`config.mk`:
```
export PLATFORM = sky130hd
export DESIGN_NAME = multi_slot_timeout_timer
export DESIGN_NICKNAME = d
export VERILOG_FILES = /design/src/rtl/tmst_pkg.sv /design/src/rtl/tmst_ctrl.sv /design/src/rtl/tmst_dp.sv /design/src/rtl/multi_slot_timeout_timer.sv
export SDC_FILE = /design/constraint.sdc
export NUM_CORES = 2
export LEC_CHECK = 0
export BUFFER_PORTS_ARGS = -buffer_cell sky130_fd_sc_hd__buf_2
export CORE_ASPECT_RATIO = 1.25
export CORE_MARGIN = 4
export CORE_UTILIZATION = 70
export CTS_BUF_LIST = sky130_fd_sc_hd__clkbuf_8
export CTS_CLUSTER_SIZE = 30
export DETAILED_ROUTE_END_ITERATION = 8
export PLACE_DENSITY = 0.88
export SYNTH_ARGS = -nofsm -noshare
export SYNTH_HDL_FRONTEND = slang
export SYNTH_SLANG_ARGS = --single-unit
```
`constraint.sdc`:
```
create_clock -name clk -period 23.6 [get_ports clk]
set_clock_uncertainty 0.1 [all_clocks]
set_input_delay 2.36 -clock clk [delete_from_list [all_inputs] [get_ports clk]]
set_output_delay 2.36 -clock clk [all_outputs]
set_load 0.01 [all_outputs]
```
`src/rtl/tmst_pkg.sv`:
```
// ----------------------------------------------------------------------------
// tmst_pkg
// Shared types and constants for the multi-slot timeout timer.
// ----------------------------------------------------------------------------
package tmst_pkg;

  localparam int SLOTS = 16;
  localparam int IDX_W = $clog2(SLOTS);

  localparam logic [1:0] KIND_TICK   = 2'd0;
  localparam logic [1:0] KIND_START  = 2'd1;
  localparam logic [1:0] KIND_STOP   = 2'd2;
  localparam logic [1:0] KIND_CANCEL = 2'd3;

  typedef struct packed {
    logic [1:0]  kind;
    logic [3:0]  slot_id;
    logic [31:0] timeout;
  } in_word_t;

  typedef struct packed {
    logic [3:0]  expired_id;
    logic [31:0] expire_tick;
    logic        last;
  } out_word_t;

  typedef struct packed {
    logic apply;
    logic tick_dec;
    logic scan_clr;
    logic scan_step;
    logic emit;
    logic tick_inc;
  } ctl_cmd_t;

  typedef struct packed {
    logic scan_end;
    logic best_found;
    logic last;
  } dp_stat_t;

endpackage

```
`src/rtl/tmst_ctrl.sv`:
```
// ----------------------------------------------------------------------------
// tmst_ctrl
// Sequencer: applies slot commands, runs the per-result oldest-first scan.
// ----------------------------------------------------------------------------
module tmst_ctrl
  import tmst_pkg::*;
(
  input  logic       clk,
  input  logic       rst_n,
  input  logic       start,
  input  logic [1:0] kind,
  output logic       busy,
  output ctl_cmd_t   cmd,
  input  dp_stat_t   stat
);

  localparam logic [1:0] ST_IDLE = 2'd0;
  localparam logic [1:0] ST_SCAN = 2'd1;
  localparam logic [1:0] ST_EMIT = 2'd2;

  logic [1:0] state_r;
  logic [1:0] state_nxt;

  always_comb begin
    cmd       = '0;
    state_nxt = state_r;
    unique case (state_r)
      ST_IDLE: begin
        if (start) begin
          if (kind == KIND_TICK) begin
            cmd.tick_dec = 1'b1;
            cmd.scan_clr = 1'b1;
            state_nxt    = ST_SCAN;
          end else begin
            cmd.apply = 1'b1;
          end
        end
      end
      ST_SCAN: begin
        cmd.scan_step = 1'b1;
        if (stat.scan_end) begin
          state_nxt = ST_EMIT;
        end
      end
      ST_EMIT: begin
        cmd.emit = 1'b1;
        if (!stat.best_found || stat.last) begin
          cmd.tick_inc = 1'b1;
          state_nxt    = ST_IDLE;
        end else begin
          cmd.scan_clr = 1'b1;
          state_nxt    = ST_SCAN;
        end
      end
      default: begin
        state_nxt = ST_IDLE;
      end
    endcase
  end

  always_ff @(posedge clk) begin
    if (!rst_n) begin
      state_r <= ST_IDLE;
    end else begin
      state_r <= state_nxt;
    end
  end

  assign busy = (state_r != ST_IDLE);

endmodule

```
`src/rtl/tmst_dp.sv`:
```
// ----------------------------------------------------------------------------
// tmst_dp
// Slot bank, tick counter, start sequence and oldest-first selection scan.
// ----------------------------------------------------------------------------
module tmst_dp
  import tmst_pkg::*;
(
  input  logic        clk,
  input  logic        rst_n,
  input  in_word_t    in_word,
  input  ctl_cmd_t    cmd,
  output dp_stat_t    stat,
  input  logic        tick_load,
  input  logic [31:0] tick_load_value,
  output logic        out_valid,
  output out_word_t   out_word
);

  logic [31:0]      rem_r   [SLOTS];
  logic [31:0]      order_r [SLOTS];
  logic [SLOTS-1:0] armed_r;
  logic [SLOTS-1:0] silent_r;
  logic [SLOTS-1:0] fired_r;
  logic [31:0]      seq_r;
  logic [31:0]      tick_r;
  logic [IDX_W-1:0] scan_idx_r;
  logic             best_found_r;
  logic [IDX_W-1:0] best_id_r;
  logic [31:0]      best_age_r;
  logic             out_valid_r;
  out_word_t        out_word_r;

  logic             id_ok;
  logic [IDX_W-1:0] id;
  logic [31:0]      age;
  logic             better;
  logic [SLOTS-1:0] rest;

  assign id     = IDX_W'(in_word.slot_id);
  assign id_ok  = (32'(in_word.slot_id) < SLOTS);
  assign age    = seq_r - order_r[scan_idx_r];
  assign better = fired_r[scan_idx_r] && (!best_found_r || (age > best_age_r));

  always_comb begin
    rest            = fired_r;
    rest[best_id_r] = 1'b0;
  end

  assign stat.scan_end   = (scan_idx_r == IDX_W'(SLOTS - 1));
  assign stat.best_found = best_found_r;
  assign stat.last       = (rest == '0);

  always_ff @(posedge clk) begin
    if (cmd.apply && id_ok && in_word.kind == KIND_START) begin
      rem_r[id]   <= (in_word.timeout == 32'd0) ? 32'd1 : in_word.timeout;
      order_r[id] <= seq_r;
    end else if (cmd.tick_dec) begin
      for (int i = 0; i < SLOTS; i++) begin
        if (armed_r[i]) begin
          rem_r[i] <= rem_r[i] - 32'd1;
        end
      end
    end
  end

  always_ff @(posedge clk) begin
    if (!rst_n) begin
      armed_r  <= '0;
      silent_r <= '0;
      fired_r  <= '0;
      seq_r    <= '0;
    end else begin
      if (cmd.apply && id_ok) begin
        unique case (in_word.kind)
          KIND_START: begin
            armed_r[id]  <= 1'b1;
            silent_r[id] <= 1'b0;
            seq_r        <= seq_r + 32'd1;
          end
          KIND_STOP: begin
            armed_r[id] <= 1'b0;
          end
          KIND_CANCEL: begin
            if (armed_r[id]) begin
              silent_r[id] <= 1'b1;
            end
          end
          default: begin
          end
        endcase
      end
      if (cmd.tick_dec) begin
        for (int i = 0; i < SLOTS; i++) begin
          fired_r[i] <= armed_r[i] && (rem_r[i] == 32'd1) && !silent_r[i];
          if (armed_r[i] && rem_r[i] == 32'd1) begin
            armed_r[i] <= 1'b0;
          end
        end
      end else if (cmd.emit && best_found_r) begin
        fired_r[best_id_r] <= 1'b0;
      end
    end
  end

  always_ff @(posedge clk) begin
    if (!rst_n) begin
      tick_r <= '0;
    end else if (tick_load) begin
      tick_r <= tick_load_value;
    end else if (cmd.tick_inc) begin
      tick_r <= tick_r + 32'd1;
    end
  end

  always_ff @(posedge clk) begin
    if (!rst_n) begin
      scan_idx_r   <= '0;
      best_found_r <= 1'b0;
    end else if (cmd.scan_clr) begin
      scan_idx_r   <= '0;
      best_found_r <= 1'b0;
    end else if (cmd.scan_step) begin
      scan_idx_r <= scan_idx_r + IDX_W'(1);
      if (better) begin
        best_found_r <= 1'b1;
      end
    end
  end

  always_ff @(posedge clk) begin
    if (cmd.scan_step && better) begin
      best_id_r  <= scan_idx_r;
      best_age_r <= age;
    end
  end

  always_ff @(posedge clk) begin
    if (!rst_n) begin
      out_valid_r <= 1'b0;
    end else begin
      out_valid_r <= cmd.emit && best_found_r;
    end
  end

  always_ff @(posedge clk) begin
    if (cmd.emit && best_found_r) begin
      out_word_r.expired_id  <= 4'(best_id_r);
      out_word_r.expire_tick <= tick_r;
      out_word_r.last        <= (rest == '0);
    end
  end

  assign out_valid = out_valid_r;
  assign out_word  = out_word_r;

endmodule

```
`src/rtl/multi_slot_timeout_timer.sv`:
```
// ----------------------------------------------------------------------------
// multi_slot_timeout_timer
// Start, stop and cancel words are applied while idle; busy stays low.
// Tick: busy while the scans run; result k (from 1) strobes after the
// one-slot-a-cycle oldest-first scan that selects it, which runs once per
// result, or once if no slot fired.
// Reset (synchronous, active low) disarms all slots and clears the tick count.
// ----------------------------------------------------------------------------
module multi_slot_timeout_timer
  import tmst_pkg::*;
(
  input  logic        clk,
  input  logic        rst_n,
  input  logic        start,
  output logic        busy,
  input  in_word_t    in_word,
  output logic        out_valid,
  output out_word_t   out_word,
  input  logic        psel,
  input  logic        penable,
  input  logic        pwrite,
  input  logic [2:0]  paddr,
  input  logic [31:0] pwdata,
  output logic [31:0] prdata,
  output logic        pready
);

  logic [31:0] tcs_r;
  logic        cfg_wr;
  logic        cfg_load;
  ctl_cmd_t    cmd;
  dp_stat_t    stat;

  assign pready   = 1'b1;
  assign cfg_wr   = psel && penable && pwrite && pready;
  assign cfg_load = cfg_wr && !paddr[2];
  assign prdata   = paddr[2] ? 32'd0 : tcs_r;

  always_ff @(posedge clk) begin
    if (!rst_n) begin
      tcs_r <= '0;
    end else if (cfg_load) begin
      tcs_r <= pwdata;
    end
  end

  tmst_ctrl u_ctrl (
    .clk   (clk),
    .rst_n (rst_n),
    .start (start),
    .kind  (in_word.kind),
    .busy  (busy),
    .cmd   (cmd),
    .stat  (stat)
  );

  tmst_dp u_dp (
    .clk             (clk),
    .rst_n           (rst_n),
    .in_word         (in_word),
    .cmd             (cmd),
    .stat            (stat),
    .tick_load       (cfg_load),
    .tick_load_value (pwdata),
    .out_valid       (out_valid),
    .out_word        (out_word)
  );

  a_tick_busy: assert property (@(posedge clk) disable iff (!rst_n)
    start && !busy && in_word.kind == KIND_TICK |=> busy)
    else $error("tick word did not start a scan");

  a_cmd_idle: assert property (@(posedge clk) disable iff (!rst_n)
    start && !busy && in_word.kind != KIND_TICK |=> !busy && !out_valid)
    else $error("slot command left the block busy or strobed a result");

  a_more_busy: assert property (@(posedge clk) disable iff (!rst_n)
    out_valid && !out_word.last |-> busy)
    else $error("non-final result without a pending scan");

  a_strobe_gap: assert property (@(posedge clk) disable iff (!rst_n)
    out_valid |=> !out_valid)
    else $error("results strobed in adjacent cycles");

endmodule
```
* Yosys cells after proc, flatten, opt, wreduce, memory -nomap -nowiden
Memory sizes are Yosys's and may differ from the RTL's. A register that Yosys moved wholly into a read port is not among the register bits.
Index checks and enable logic that the tools add are counted.
Widths: inputs -> output; s select.
** Word-level totals
- Bits in registers :: 225
- Memory bits (writable) :: 1024
- Input port bits :: 79
- Output and inout port bits :: 72
- Logic and storage cells :: 272
- Memories kept :: 2
** Operators by class
- Add/subtract/negate cells :: 20
- Magnitude comparators :: 6
- Eq/ne operators :: 26
- Multiplexer cells :: 120
- Bitwise logic cells :: 8
- Reduce and logical (&&, ||, !) cells :: 75
** Memories
- u_dp.order_r :: depth 16, bits a word 32, read ports 1, clocked after Yosys merged registers in 1, write ports 1, line tmst_dp.sv:20 : logic [31:0] order_r [SLOTS];
- u_dp.rem_r :: depth 16, bits a word 32, read ports 16, clocked after Yosys merged registers in 0, write ports 16, line tmst_dp.sv:19 : logic [31:0] rem_r [SLOTS];
** Operators with widths (count)
- $eq 32x1->1 const B :: 16
- $sub 32x1->32 const B :: 16
- $mux 32 :: 5
- $mux 1 :: 92
- $mux 16 :: 5
- $add 32x1->32 const B :: 2
- $pmux 16 s2 :: 2
- $and 16x16->16 :: 3
- $logic_and 1x1->1 :: 41
- $gt 32x32->1 :: 1
- $logic_not 32->1 :: 1
- $not 16->16 :: 2
- $or 16x16->16 :: 2
- $reduce_or 32->1 :: 1
- $sub 32x32->32 :: 1
- $logic_not 1->1 :: 18
- $logic_not 16->1 :: 1
- $lt 4x5->1 const B :: 3
- $mux 2 :: 6
- $mux 4 :: 3
- $bmux 1 s4 :: 2
- $demux 1 s4 :: 2
- $ge 4x1->1 const B :: 2
- $reduce_bool 2->1 :: 4
- other kinds (15) :: 24

* Depth between registers and ports, before layout
- Depth after elaboration :: 13
- Depth in mapped cells :: 23
- Gate-level depth less buffers :: 19

* Modules after synthesis
From an unflattened synthesis, not the netlist that was laid out.
** Second synthesis, totals
- Cell total of the unflattened synthesis :: 5239
- Area total of the unflattened synthesis :: 61771.7 µm²
** By module, submodules not included
- tmst_dp :: times used 1, cells an instance 5044, area an instance 60080.1 µm², sequential area each 35383.9 µm²
- multi_slot_timeout_timer :: times used 1, cells an instance 177, area an instance 1537.7 µm², sequential area each 640.6 µm²
- tmst_ctrl :: times used 1, cells an instance 18, area an instance 153.9 µm², sequential area each 40.0 µm²

* Worst setup path after synthesis
OpenSTA, ideal clock, no wires.
- Path type :: reg2reg
- Start :: reg with a tool-made name
- End :: reg u_dp.best_age_r[0] (enable)
- Setup time :: 0.441 ns
- Data arrival time :: 7.414 ns
- Data required time :: 23.059 ns
- Path slack :: 15.645 ns
- Stages on the path, launching flop included :: 21
- Buffers on the path :: 3
- Period minus slack after synthesis :: 7.955 ns
- Cells stage by stage :: dfxtp_1 buf_1 clkbuf_1 buf_1 mux4_2 mux4_2 inv_1 ha_1 a21oi_1 a21boi_0 a31oi_1 a211oi_1 nor4b_1 a2111oi_0 xnor2_1 ha_1 and4_1 nand3_1 nor4_1 o32ai_1 a21oi_1
** RTL lines
- to (signal assigned) :: line tmst_dp.sv:133 : best_age_r <= age;
- to (decl) :: line tmst_dp.sv:29 : logic [31:0] best_age_r;

==> metrics <==
ratio of cells with drive above 1 in the final layout=13.0%; post-CTS resize count=0; postcts setup bufs=0; Core ar.=87400 um2; Finished Layout Cells=6755; Final nets=5605; HP Class=reg -> reg; Fin Setup TNS=0 ns; Via-to-Cell Ratio=6.67; slew margin rel.=9.04%; Starting Density=70.7%; Fill cells=5120; hold depth=2; endpoints failing hold=0; number of enable flip-flop cells after synthesis=1097; CP endpoint kind=flip-flop; hold path start=tcs_r[16]; Syn Std Cell Area=61800 um2; Max Fclk=124 MHz; Total Die Area=93100 um2; Lkg Pwr=23.4 nW; Setup-failing EPs final=0; sequential area share after synthesis=58.4%; Total Routing Usage GR=35.1%; Top Ports=151; CTS sink cnt=1253; H-tree Lvls=4; Max FO, Critical Path=42; Pins Over Slew Limit=0; vias=45000; flops & latches, synth=1253; Comb power frac=3.8%; Final min period=8.04 ns; R2R Path End=u_dp.best_id_r[0]; First DRT Iteration DRCs=6075; CP cell instances=buf_4 -> mux4_2 -> mux4_2 -> inv_1 -> ha_1 -> and2_1 -> a21boi_0 -> a31oi_1 -> a211oi_1 -> nor4b_1 -> a2111oi_0 -> xnor2_1 -> ha_1 -> and4_1 -> nand3_1 -> nor4_1 -> o32ai_1 -> a21oi_4 -> buf_4; CTS Buffer Depth=3; first-pass GRT wire length=252000 um; post-DP HPWL=98500 um; row count=121; crit path max-delay cell type=dfxtp_4; yosys synthesis warning count=0; CP startpoint kind=flip-flop; end of the worst hold path=tcs_r[16]; Post-Syn Instances=5318; sequential share of power=55.9%; Most used DFF post-synth=edfxtp_1; pin count of the biggest net entering global routing=88; Initial DRT Pass Iterations=9; unrepaired setup endpoints after global routing=no; Clock Power Share=40.3%; synthesized area per cell=11.6 um2; DRC viols=1; internal power=3.33 mW; kind of critical path=reg -> reg; Post-Syn Nets=5502; CTS Root Cell=clkbuf_8; Area growth, synth to finish=8.92%; CTS tree=done; CTS clk-pin slew, worst paths=0.07 ns; Vert. Die Dim=340 um; switch share=23.0%; Worst EP arrival=8.45 ns; switching power=0.996 mW; P per Cell Area=64.3 nW/um2; fin crit share=34.1%; worst r2r path cells=19; Critical Path RT=24.01 ns; DRT antenna net count=0; FFs w/ async S/R, synth=0%; Skew-Pair Late Insertion Delay=0.89 ns; initial antenna violation count=12; VDD IR max=0.0553 mV; outcome=finished, violations left; failing checks=DRC; final wirelength=165000 um; Num CTS Buffers=184; reg2reg setup slack=15.56 ns; Die Wd=274 um; routability cong.=0.948; CP max stage delay=0.95 ns; Worst Tran Pin Value=1.35 ns; routed wire length per instance=24.4 um; number of global-route vias before repair=44300; Port-buffer cells=147; DP Cell Count=6403; Cell variety after synth=78; Max-Cap Viols=0; gr ovfl total=0; # hold bufs at CTS=0
## stage by stage
stage          setup WS, ns  instance area, um2  power (mW)  hold WS [ns]  utilization [%]
4_1_cts               15.63               67200        4.32         0.353             77.0
3_5_place_dp          15.68               63600        2.62         0.343             72.8
6_report              15.56               67300        4.32         0.354             77.0
5_1_grt               15.12               67300        4.45         0.366             77.0
3_3_place_gp          15.80               63600        2.61         0.337             72.8
2_1_floorplan         15.64               61800        2.56         0.306                -
## layer usage
metal  share of wire [%]  GRT usage (%)  vias up
met2                  49           58.5     2999
met4                 6.4           19.3        0
li1                    -              -    19900
met1                  34           43.2    21500
met3                  11           7.28      702
met5                   0              0        -
## worst max-delay path, delay by kind of cell, from the launching register on
family | cells | cell delay [ns]
buffers and inverters | 3 | 1.31
AO/OA/AOI/OAI | 6 | 2.25
flip-flops | 1 | 0.95
AND/OR/NAND/NOR | 5 | 1.07
adder cells (fa/ha/maj) | 2 | 0.61
XOR/XNOR | 1 | 0.20
multiplexers | 2 | 1.13
## worst max-delay path by stage
stage / endpoint / slack (ns) / from
5_1_grt: u_dp.best_id_r[0] / 15.12 / flip-flop
6_report: u_dp.best_id_r[0] / 15.56 / flip-flop
3_5_place_dp: u_dp.best_id_r[3] / 15.68 / flip-flop
2_1_floorplan: u_dp.best_age_r[0] / 15.64 / flip-flop
4_1_cts: u_dp.best_age_r[9] / 15.63 / flip-flop
3_3_place_gp: u_dp.best_id_r[3] / 15.80 / flip-flop
## synthesized netlist by cell type, drive strengths merged (5+ instances only)
| cell | number | area share, % |
|---|---|---|
| ha | 104 | 2.1 |
| nand4b | 12 | 0.17 |
| xor2 | 162 | 2.3 |
| buf | 68 | 0.46 |
| nor3 | 183 | 1.5 |
| o22ai | 11 | 0.11 |
| or4 | 58 | 0.71 |
| or2 | 17 | 0.17 |
| dfxtp | 156 | 5.1 |
| nand3 | 112 | 0.91 |
| or3 | 74 | 0.75 |
| a211oi | 14 | 0.17 |
| and4b | 5 | 0.081 |
| nor2b | 55 | 0.56 |
| mux4 | 169 | 6.2 |
| nand4 | 46 | 0.47 |
| nand2b | 25 | 0.25 |
| o21ai | 360 | 2.9 |
| a21o | 23 | 0.28 |
| inv | 143 | 0.87 |
| nor2 | 582 | 3.5 |
| nor3b | 12 | 0.15 |
| nand2 | 500 | 3.0 |
| nor4b | 6 | 0.085 |
| and4 | 10 | 0.14 |
| and2 | 19 | 0.19 |
| edfxtp | 1097 | 53 |
| nor4 | 112 | 1.1 |
| clkbuf | 231 | 1.4 |
| o41ai | 15 | 0.21 |
| and3 | 40 | 0.41 |
| o21a | 10 | 0.12 |
| xnor2 | 337 | 4.8 |
| mux2i | 18 | 0.29 |
| o221a | 15 | 0.27 |
| a21oi | 354 | 2.9 |
| o31ai | 27 | 0.33 |
| nand3b | 17 | 0.21 |
| a31oi | 57 | 0.58 |
## cells in the final DEF, fill, tap and decap left out, drive strengths merged, types with 15 or more instances in the layout
cell type and n:
a21o 23, a21oi 354, a31oi 57, and2 19, and3 40, buf 216, clkbuf 198, clkinv 61
dfxtp 156, edfxtp 1097, ha 104, inv 215, mux2i 18, mux4 169, nand2 500, nand2b 25
nand3 112, nand3b 17, nand4 46, nor2 582, nor2b 55, nor3 183, nor4 112, o21ai 360
o221a 15, o31ai 27, o41ai 15, or2 17, or3 74, or4 58, xnor2 337, xor2 162
## cells by family after synthesis
| logic type | share of synthesized area (%) |
|---|---|
| muxes | 6.49 |
| other | 0.00607 |
| DFF | 58.4 |
| AOI/OAI and AO/OA | 8.55 |
| xor gates and xnor gates | 7.08 |
| buffers and inverters | 2.74 |
| and+or+nand+nor | 14.6 |
| adders and majority gates | 2.14 |
## power groups by stage
stage | Clock [mW] | Combinational, mW | Sequential, mW
after floorplan | 0 | 0.102 | 2.46
after global placement | 0 | 0.151 | 2.46
after detailed placement | 0 | 0.159 | 2.46
after CTS | 1.75 | 0.160 | 2.42
after global routing | 1.86 | 0.175 | 2.42
final | 1.74 | 0.164 | 2.42
## flip-flops by register name (all words and copies together) (netlist names), 32 cells and up, named ones only
signal and count:
u_dp.rem_r 512, u_dp.order_r 512, tcs_r 32, u_dp.tick_r 32
u_dp.seq_r 32, u_dp.best_age_r 32, u_dp.out_word 37
## final cells by class
cell class	count	area (um2)	area share, %
Timing Repair Buffer	216	1250	1.86
Clock buffer	198	2730	4.05
Clock inverter	143	903	1.34
Tap cell	1168	1460	2.17
Sequential cell	1253	36100	53.6
Antenna cell	11	27.5	0.0409
Inverter	144	542	0.805
Multi-Input combinational cell	3622	24300	36.1
No activity file was read; power rests on OpenSTA's default activity.
